===== config.mk =====
export PLATFORM = sky130hd
export DESIGN_NAME = nested_list_element_splitter_top
export DESIGN_NICKNAME = d
export VERILOG_FILES = /design/src/nles_pkg.sv /design/src/nles_core.sv /design/src/nested_list_element_splitter_top.sv
export VERILOG_INCLUDE_DIRS = /design/src /design/src/src
export SDC_FILE = /design/constraint.sdc
export NUM_CORES = 1
export LEC_CHECK = 0
export BUFFER_PORTS_ARGS = -buffer_cell sky130_fd_sc_hd__buf_2
export CORE_MARGIN = 8
export CORE_UTILIZATION = 50
export DETAILED_ROUTE_END_ITERATION = 10
export MAX_ROUTING_LAYER = met4
export PLACE_DENSITY = 0.69
export SYNTH_ARGS = -nofsm -noshare
export SYNTH_HDL_FRONTEND = slang
export SYNTH_HIERARCHICAL = 1
export SYNTH_SLANG_ARGS = --single-unit

===== constraint.sdc =====
create_clock -name clk -period 7.2 [get_ports clk]
set_clock_uncertainty 0.05 [all_clocks]
set_input_delay 1.08 -clock clk [delete_from_list [all_inputs] [get_ports clk]]
set_output_delay 1.08 -clock clk [all_outputs]
set_load 0.005 [all_outputs]

===== src/nested_list_element_splitter_top_macros.svh =====
// Assertion helpers shared by the splitter RTL.
// Each macro expects signals named clk and arst_n in the calling scope.
`ifndef NESTED_LIST_ELEMENT_SPLITTER_TOP_MACROS_SVH
`define NESTED_LIST_ELEMENT_SPLITTER_TOP_MACROS_SVH

`ifndef SYNTHESIS

// Check that a condition holds in the same cycle as its trigger.
`define NLES_ASSERT_SAME(lbl, ante, cons, msg) \
	lbl: assert property (@(posedge clk) disable iff (!arst_n) (ante) |-> (cons)) \
		else $error(msg);

// Check that a condition holds in the cycle after its trigger.
`define NLES_ASSERT_NEXT(lbl, ante, cons, msg) \
	lbl: assert property (@(posedge clk) disable iff (!arst_n) (ante) |=> (cons)) \
		else $error(msg);

`else

`define NLES_ASSERT_SAME(lbl, ante, cons, msg)
`define NLES_ASSERT_NEXT(lbl, ante, cons, msg)

`endif

`endif


===== src/nles_pkg.sv =====
package nles_pkg;

	// Size limits of the text and of the bracket nesting
	localparam longint unsigned MAX_LEN   = 64'd65536;
	localparam longint unsigned MAX_DEPTH = 64'd255;

	// Saturation points of position and nesting level
	localparam logic [15:0] POS_CAP =
		((MAX_LEN - 64'd1) > 64'd65535) ? 16'hFFFF : 16'(MAX_LEN - 64'd1);
	localparam logic [7:0] DEPTH_CAP =
		(MAX_DEPTH > 64'd255) ? 8'hFF : 8'(MAX_DEPTH);

	// Byte codes
	localparam logic [7:0] CH_COMMA    = 8'h2C;
	localparam logic [7:0] CH_QUOTE    = 8'h22;
	localparam logic [7:0] CH_SPACE    = 8'h20;
	localparam logic [7:0] CH_OPEN_SQ  = 8'h5B;
	localparam logic [7:0] CH_OPEN_CU  = 8'h7B;
	localparam logic [7:0] CH_OPEN_PA  = 8'h28;
	localparam logic [7:0] CH_OPEN_AN  = 8'h3C;
	localparam logic [7:0] CH_CLOSE_SQ = 8'h5D;
	localparam logic [7:0] CH_CLOSE_CU = 8'h7D;
	localparam logic [7:0] CH_CLOSE_PA = 8'h29;
	localparam logic [7:0] CH_CLOSE_AN = 8'h3E;

	// One result item
	typedef struct packed {
		logic        elem_valid;
		logic [15:0] elem_start;
		logic [15:0] elem_end;
		logic        string_done;
		logic        overflow;
	} nles_result_t;

	function automatic logic is_opener(input logic [7:0] c);
		logic r;
		case (c) inside
			CH_OPEN_SQ, CH_OPEN_CU, CH_OPEN_PA, CH_OPEN_AN: r = 1'b1;
			default: r = 1'b0;
		endcase
		return r;
	endfunction

	function automatic logic is_closer(input logic [7:0] c);
		logic r;
		case (c) inside
			CH_CLOSE_SQ, CH_CLOSE_CU, CH_CLOSE_PA, CH_CLOSE_AN: r = 1'b1;
			default: r = 1'b0;
		endcase
		return r;
	endfunction

endpackage


===== src/nles_core.sv =====
`include "nested_list_element_splitter_top_macros.svh"

module nles_core (
	input  logic                  clk,
	input  logic                  arst_n,
	input  logic                  fire,
	input  logic [7:0]            ch,
	input  logic                  last,
	output logic                  has_result,
	output nles_pkg::nles_result_t result
);
	import nles_pkg::*;

	logic [15:0] pos_q, pos_d;
	logic [7:0]  level_q, level_d;
	logic        quote_q, quote_d;
	logic        skip_q, skip_d;
	logic        have_q, have_d;
	logic [15:0] start_q, start_d;
	logic [15:0] end_q, end_d;
	logic        sat_q, sat_d;
	logic        ends;
	logic        take;
	logic        stop;
	logic [16:0] end_ext;

	// Per-byte update of nesting, quoting and the pending element
	always_comb begin
		pos_d   = pos_q;
		level_d = level_q;
		quote_d = quote_q;
		skip_d  = skip_q;
		have_d  = have_q;
		start_d = start_q;
		end_d   = end_q;
		sat_d   = sat_q;
		ends    = 1'b0;
		take    = 1'b1;
		stop    = 1'b0;
		end_ext = {1'b0, pos_q} + 17'd1;
		if (!last) begin
			// advance position, hold at the cap
			if (pos_q < POS_CAP) begin
				pos_d = pos_q + 16'd1;
			end else begin
				sat_d = 1'b1;
			end
			// drop the outer opener and a comma right after a closing element
			if (pos_q == 16'd0) begin
				stop = 1'b1;
			end else if (skip_q) begin
				skip_d = 1'b0;
				if (ch == CH_COMMA) begin
					stop = 1'b1;
				end
			end
			if (!stop) begin
				if (quote_q) begin
					if (ch == CH_QUOTE) begin
						quote_d = 1'b0;
					end
				end else if (level_q == 8'd1 && ch == CH_COMMA) begin
					ends = 1'b1;
					take = 1'b0;
				end else if (ch == CH_QUOTE) begin
					quote_d = 1'b1;
				end else if (is_opener(ch)) begin
					if (level_q < DEPTH_CAP) begin
						level_d = level_q + 8'd1;
					end else begin
						sat_d = 1'b1;
					end
				end else if (is_closer(ch)) begin
					if (level_q == 8'd1) begin
						ends   = 1'b1;
						skip_d = 1'b1;
					end else begin
						level_d = level_q - 8'd1;
					end
				end
				// extend the trimmed element over a text byte
				if (take && ch > CH_SPACE) begin
					if (!have_q) begin
						have_d  = 1'b1;
						start_d = pos_q;
					end
					if (end_ext > {1'b0, POS_CAP}) begin
						end_d = POS_CAP;
						sat_d = 1'b1;
					end else begin
						end_d = end_ext[15:0];
					end
				end
			end
		end
	end

	// Report an element end, or the end of the string
	always_comb begin
		has_result         = last || ends;
		result.elem_valid  = have_d;
		result.elem_start  = have_d ? start_d : 16'd0;
		result.elem_end    = have_d ? end_d : 16'd0;
		result.string_done = last;
		result.overflow    = sat_d;
	end

	// Commit state; the last byte returns everything to its start values
	always_ff @(posedge clk or negedge arst_n) begin
		if (!arst_n) begin
			pos_q   <= '0;
			level_q <= 8'd1;
			quote_q <= 1'b0;
			skip_q  <= 1'b0;
			have_q  <= 1'b0;
			start_q <= '0;
			end_q   <= '0;
			sat_q   <= 1'b0;
		end else if (fire) begin
			if (last) begin
				pos_q   <= '0;
				level_q <= 8'd1;
				quote_q <= 1'b0;
				skip_q  <= 1'b0;
				have_q  <= 1'b0;
				start_q <= '0;
				end_q   <= '0;
				sat_q   <= 1'b0;
			end else begin
				pos_q   <= pos_d;
				level_q <= level_d;
				quote_q <= quote_d;
				skip_q  <= skip_d;
				sat_q   <= sat_d;
				have_q  <= ends ? 1'b0 : have_d;
				start_q <= ends ? 16'd0 : start_d;
				end_q   <= ends ? 16'd0 : end_d;
			end
		end
	end

	`NLES_ASSERT_SAME(a_level_range, 1'b1, (level_q != 8'd0) && (level_q <= DEPTH_CAP), "nesting level out of range")
	`NLES_ASSERT_SAME(a_elem_order, have_q, end_q >= start_q, "pending element ends before it starts")
	`NLES_ASSERT_NEXT(a_restart, fire && last, (pos_q == 16'd0) && !have_q && !sat_q && !quote_q, "state not cleared after last byte")
	`NLES_ASSERT_SAME(a_opener_silent, fire && !last && (pos_q == 16'd0), !has_result, "outer opener produced a result")

endmodule


===== src/nested_list_element_splitter_top.sv =====
// Channel | Handshake            | Payload
// --------+----------------------+-----------------------------------------------------
// in      | in_valid / in_ready  | ch, last
// out     | out_valid / out_ready| elem_valid, elem_start, elem_end, string_done, overflow
//
// One byte per cycle sustained while the output side does not stall.
// A byte waits in the input register and its result in the result register.
// A byte that ends no element and is not last passes without waiting on the output side.
// A waiting result stalls only a byte that would produce another result.
// Reset (arst_n low) empties both registers and starts a new string.

module nested_list_element_splitter_top (
	input  logic        clk,
	input  logic        arst_n,
	input  logic        in_valid,
	output logic        in_ready,
	input  logic [7:0]  ch,
	input  logic        last,
	output logic        out_valid,
	input  logic        out_ready,
	output logic        elem_valid,
	output logic [15:0] elem_start,
	output logic [15:0] elem_end,
	output logic        string_done,
	output logic        overflow
);
	import nles_pkg::*;

	logic         valid_s1;
	logic [7:0]   ch_s1;
	logic         last_s1;
	logic         has_result;
	logic         advance;
	nles_result_t result;
	nles_result_t res_q;
	logic         out_valid_q;

	// Move the held byte on when its result, if any, has room
	assign advance  = valid_s1 && (!has_result || !out_valid_q || out_ready);
	assign in_ready = !valid_s1 || advance;

	// Input register
	always_ff @(posedge clk or negedge arst_n) begin
		if (!arst_n) begin
			valid_s1 <= 1'b0;
		end else if (in_ready) begin
			valid_s1 <= in_valid;
		end
	end

	always_ff @(posedge clk) begin
		if (in_ready && in_valid) begin
			ch_s1   <= ch;
			last_s1 <= last;
		end
	end

	nles_core u_core (
		.clk        (clk),
		.arst_n     (arst_n),
		.fire       (advance),
		.ch         (ch_s1),
		.last       (last_s1),
		.has_result (has_result),
		.result     (result)
	);

	// Result register
	always_ff @(posedge clk or negedge arst_n) begin
		if (!arst_n) begin
			out_valid_q <= 1'b0;
		end else if (advance && has_result) begin
			out_valid_q <= 1'b1;
		end else if (out_ready) begin
			out_valid_q <= 1'b0;
		end
	end

	always_ff @(posedge clk) begin
		if (advance && has_result) begin
			res_q <= result;
		end
	end

	assign out_valid   = out_valid_q;
	assign elem_valid  = res_q.elem_valid;
	assign elem_start  = res_q.elem_start;
	assign elem_end    = res_q.elem_end;
	assign string_done = res_q.string_done;
	assign overflow    = res_q.overflow;

endmodule

==> results.json <==
{
  "status": "completed",
  "min_from": "u_core/start_q[11]",
  "ant_nets": 0,
  "setup_tns_ps": 0,
  "syn_inst": 568,
  "timing.max_cap.violations": 0,
  "avgSynthCellArea_um2": 10.0,
  "die_h_um": 123,
  "ys.flop_type": "dfrtp_1",
  "finalMaxSlewViolations": 0,
  "clockBufferDepth": 2,
  "fin_crit_sh": 0.630,
  "hold_viol_final": 0,
  "yosysSeqAreaShare": 0.505,
  "async_reset_ff_frac": 0.585,
  "path_delay_family": "simple AND/OR/NAND/NOR gates",
  "place_worst_setup_slack_ps": 2740,
  "post_cts_resized": 0,
  "ios": 50,
  "worst_pin_slew_ps": 1060,
  "setup_viol": 0,
  "grt_overflow": 0,
  "synthAdderAreaFrac": 0.0132,
  "fp.coreArea_um2": 11300,
  "synth_compound_area_frac": 0.189,
  "ff2ff_path_depth": 10,
  "cp-end-kind": "flip-flop",
  "grt_start_max_net_pins": 63,
  "yosys_warnings": 6,
  "synth-seq-cells": 106,
  "yosysMostFrequentCell": "nand2_1",
  "synthTopCellsByCount": "80 x nand2_1, 61 x dfrtp_1, 44 x edfxtp_1",
  "crit_path_max_fanout": 29,
  "clock_sinks": 106,
  "ctsRootBufferMaster": "clkbuf_16",
  "synthXorXnorAreaFrac": 0.0215,
  "regArea_um2": 2870,
  "viasPerCell": 6.18,
  "grt-busiest-layer": "met2",
  "p_leak_nw": 2.49,
  "multiInputGateArea_um2": 2510,
  "post_cts_buffers": 0,
  "netlist_area_um2": 5690,
  "grt_pass1_wl_mm": 22.3,
  "grt_use_met2": 0.312,
  "reg2reg_setup_slack_ps": 2670,
  "diodes": 0,
  "synth_top_family_by_area": "simple AND/OR/NAND/NOR gates",
  "num_rows": 39,
  "synth_top_cell_area_share": 0.268,
  "first_pass_iters": 6,
  "wl_per_cell_um": 18.6,
  "synth_top_cell_by_area": "dfrtp_1",
  "htree_levels": 3,
  "synth_mux_area_frac": 0.0145,
  "met1_usage": 0.230,
  "antenna_found_initial": 0,
  "finalWorstSetupSlack_ps": 2670,
  "r2r-start": "ch_s1[1]",
  "path_buf_inv": 3,
  "start_util": 0.505,
  "die-width_um": 123,
  "rsz0062_at_grt": "no",
  "cts.clk_slew.worst_paths_ps": 70,
  "grtUsageTotal": 0.193,
  "drive_gt1_frac": 0.153,
  "finalPower_w": 0.00142,
  "area_delta_synth_final_pct": 9.10,
  "holdCritPathClass": "reg -> reg",
  "cp.required_ps": 7440,
  "r2r_end": "u_core/start_q[10]",
  "die_area_um2": 15100,
  "synth_cell_types": 69,
  "hold_buffers": 0,
  "drtIter0Drc": 415,
  "crit_top_cell": "buf_4",
  "place_hpwl_mm": 9.17,
  "place_congestion": 0.913,
  "synth.area.top_cells": "dfrtp_1 27%, edfxtp_1 23%, nand2_1 5.3%",
  "maxSlewHeadroom": 0.293,
  "syn_nets": 587,
  "ir_worst_vdd_mv": 0.170,
  "hold_end": "u_core/start_q[11]",
  "synth_simple_gate_area_frac": 0.201,
  "worstPathCellList": "or4b_4 -> nor4_1 -> a21oi_1 -> a31o_2 -> a21boi_2 -> buf_4 -> clkinv_1 -> buf_4 -> nor4_4 -> a22o_1",
  "port_buffers": 49,
  "synth_edf_count": 44,
  "period_needed_ps": 4530,
  "drc_errors": 0,
  "worst_setup_path_start_kind": "flip-flop",
  "cp.arrival_ps": 4780,
  "clkLatencyLatePin_ps": 360,
  "path_class": "reg -> reg",
  "fillers": 958,
  "routed_wl_mm": 13.6,
  "cts_tree": "built",
  "max_freq_ghz": 0.221,
  "p_per_area_nw_per_um2": 229,
  "cts_made_buffers": 9,
  "cpPeakStageDelay_ps": 850,
  "use_met3": 0.0446,
  "crit_slowest_cell": "nor4_4",
  "min_path_cells": 1,
  "grt_pass1_vias": 4407,
  "fin_nets": 602,
  "num_vias": 4521
}
[power breakdown]
group          switching (W)  internal [W]  total [W]
clock               0.000214      0.000324   0.000538
combinational       0.000140     0.0000582   0.000198
sequential         0.0000255      0.000661   0.000687
total               0.000379       0.00104    0.00142
[worst max-delay path by stage]
stage	end	from	depth (start not counted)
2_1_floorplan	elem_end[0]	ch_s1[0]	7
3_3_place_gp	u_core/start_q[4]	ch_s1[1]	10
3_5_place_dp	u_core/start_q[10]	ch_s1[1]	10
4_1_cts	u_core/start_q[10]	ch_s1[1]	10
5_1_grt	u_core/start_q[10]	ch_s1[6]	10
6_report	u_core/start_q[10]	ch_s1[1]	10
[registers in the layout (all words and copies together), names as in the netlist, 8 cells and up]
register / flops
elem_start: 16
elem_end: 16
u_core/end_q: 16
u_core/pos_q: 16
u_core/level_q: 8
ch_s1: 8
u_core/start_q: 16
[through the flow]
stage / instance area [um2] / util / hold WS (ps) / instances
after floorplan: 5690 / - / 410 / 568
after global placement: 5880 / 0.522 / 433 / 715
after detailed placement: 5880 / 0.522 / 431 / 715
after CTS: 6210 / 0.551 / 448 / 731
after global routing: 6210 / 0.551 / 466 / 731
final: 6210 / 0.551 / 446 / 731
[cell usage in the layout, fill, tap and decap left out, types with 4 or more instances in the layout]
cell | netlist | final
edfxtp_1 | 44 | 44
nor2_1 | 24 | 23
ha_1 | 6 | 6
clkbuf_16 | 0 | 9
a21oi_1 | 24 | 24
nor4_1 | 7 | 7
buf_4 | 6 | 5
a22oi_1 | 5 | 5
a31oi_1 | 11 | 11
nand4_1 | 6 | 6
and4_1 | 8 | 8
inv_1 | 7 | 7
mux2i_1 | 6 | 6
nand2_1 | 80 | 80
a41o_1 | 4 | 4
and3_1 | 10 | 10
nor2b_1 | 6 | 6
buf_2 | 7 | 49
xor2_1 | 7 | 7
dfrtp_1 | 61 | 61
a21o_1 | 5 | 5
xnor2_1 | 7 | 7
a31o_2 | 4 | 4
nand3_1 | 39 | 39
and2_1 | 6 | 6
a22o_1 | 17 | 17
or3_1 | 4 | 4
nor3_1 | 8 | 8
o21ai_0 | 43 | 43
o221ai_1 | 10 | 10
o2bb2ai_1 | 8 | 8
[routing by layer]
metal	wire length, um	vias up
met1	5880	2182
met5	0	-
li1	-	2138
met3	893	22
met2	6520	179
met4	342	0
[worst register-to-register path, cell delays in order, from the launching register on]
cell	delay (ps)
edfxtp_1	420
or4b_4	580
nor4_1	320
a21oi_1	160
a31o_2	410
a21boi_2	160
buf_4	310
clkinv_1	520
buf_4	400
nor4_4	850
a22o_1	290
[logic make-up after synthesis]
logic type                 count (synthesis)
xor gates and xnor gates                  14
AOI/OAI and AO/OA                        155
DFF                                      106
adders and majority gates                  6
buffers and inverters                     59
and+or+nand+nor                          220
muxes                                      8
[cell type report]
cell class	count	share of cell area
tap	143	0.0288
clock inverter	4	0.0117
inverter	9	0.00544
sequential	106	0.463
timing repair buffer	54	0.0455
multi-input combinational	403	0.404
clock buffer	12	0.0413
Power figures use the tool's default switching activity.
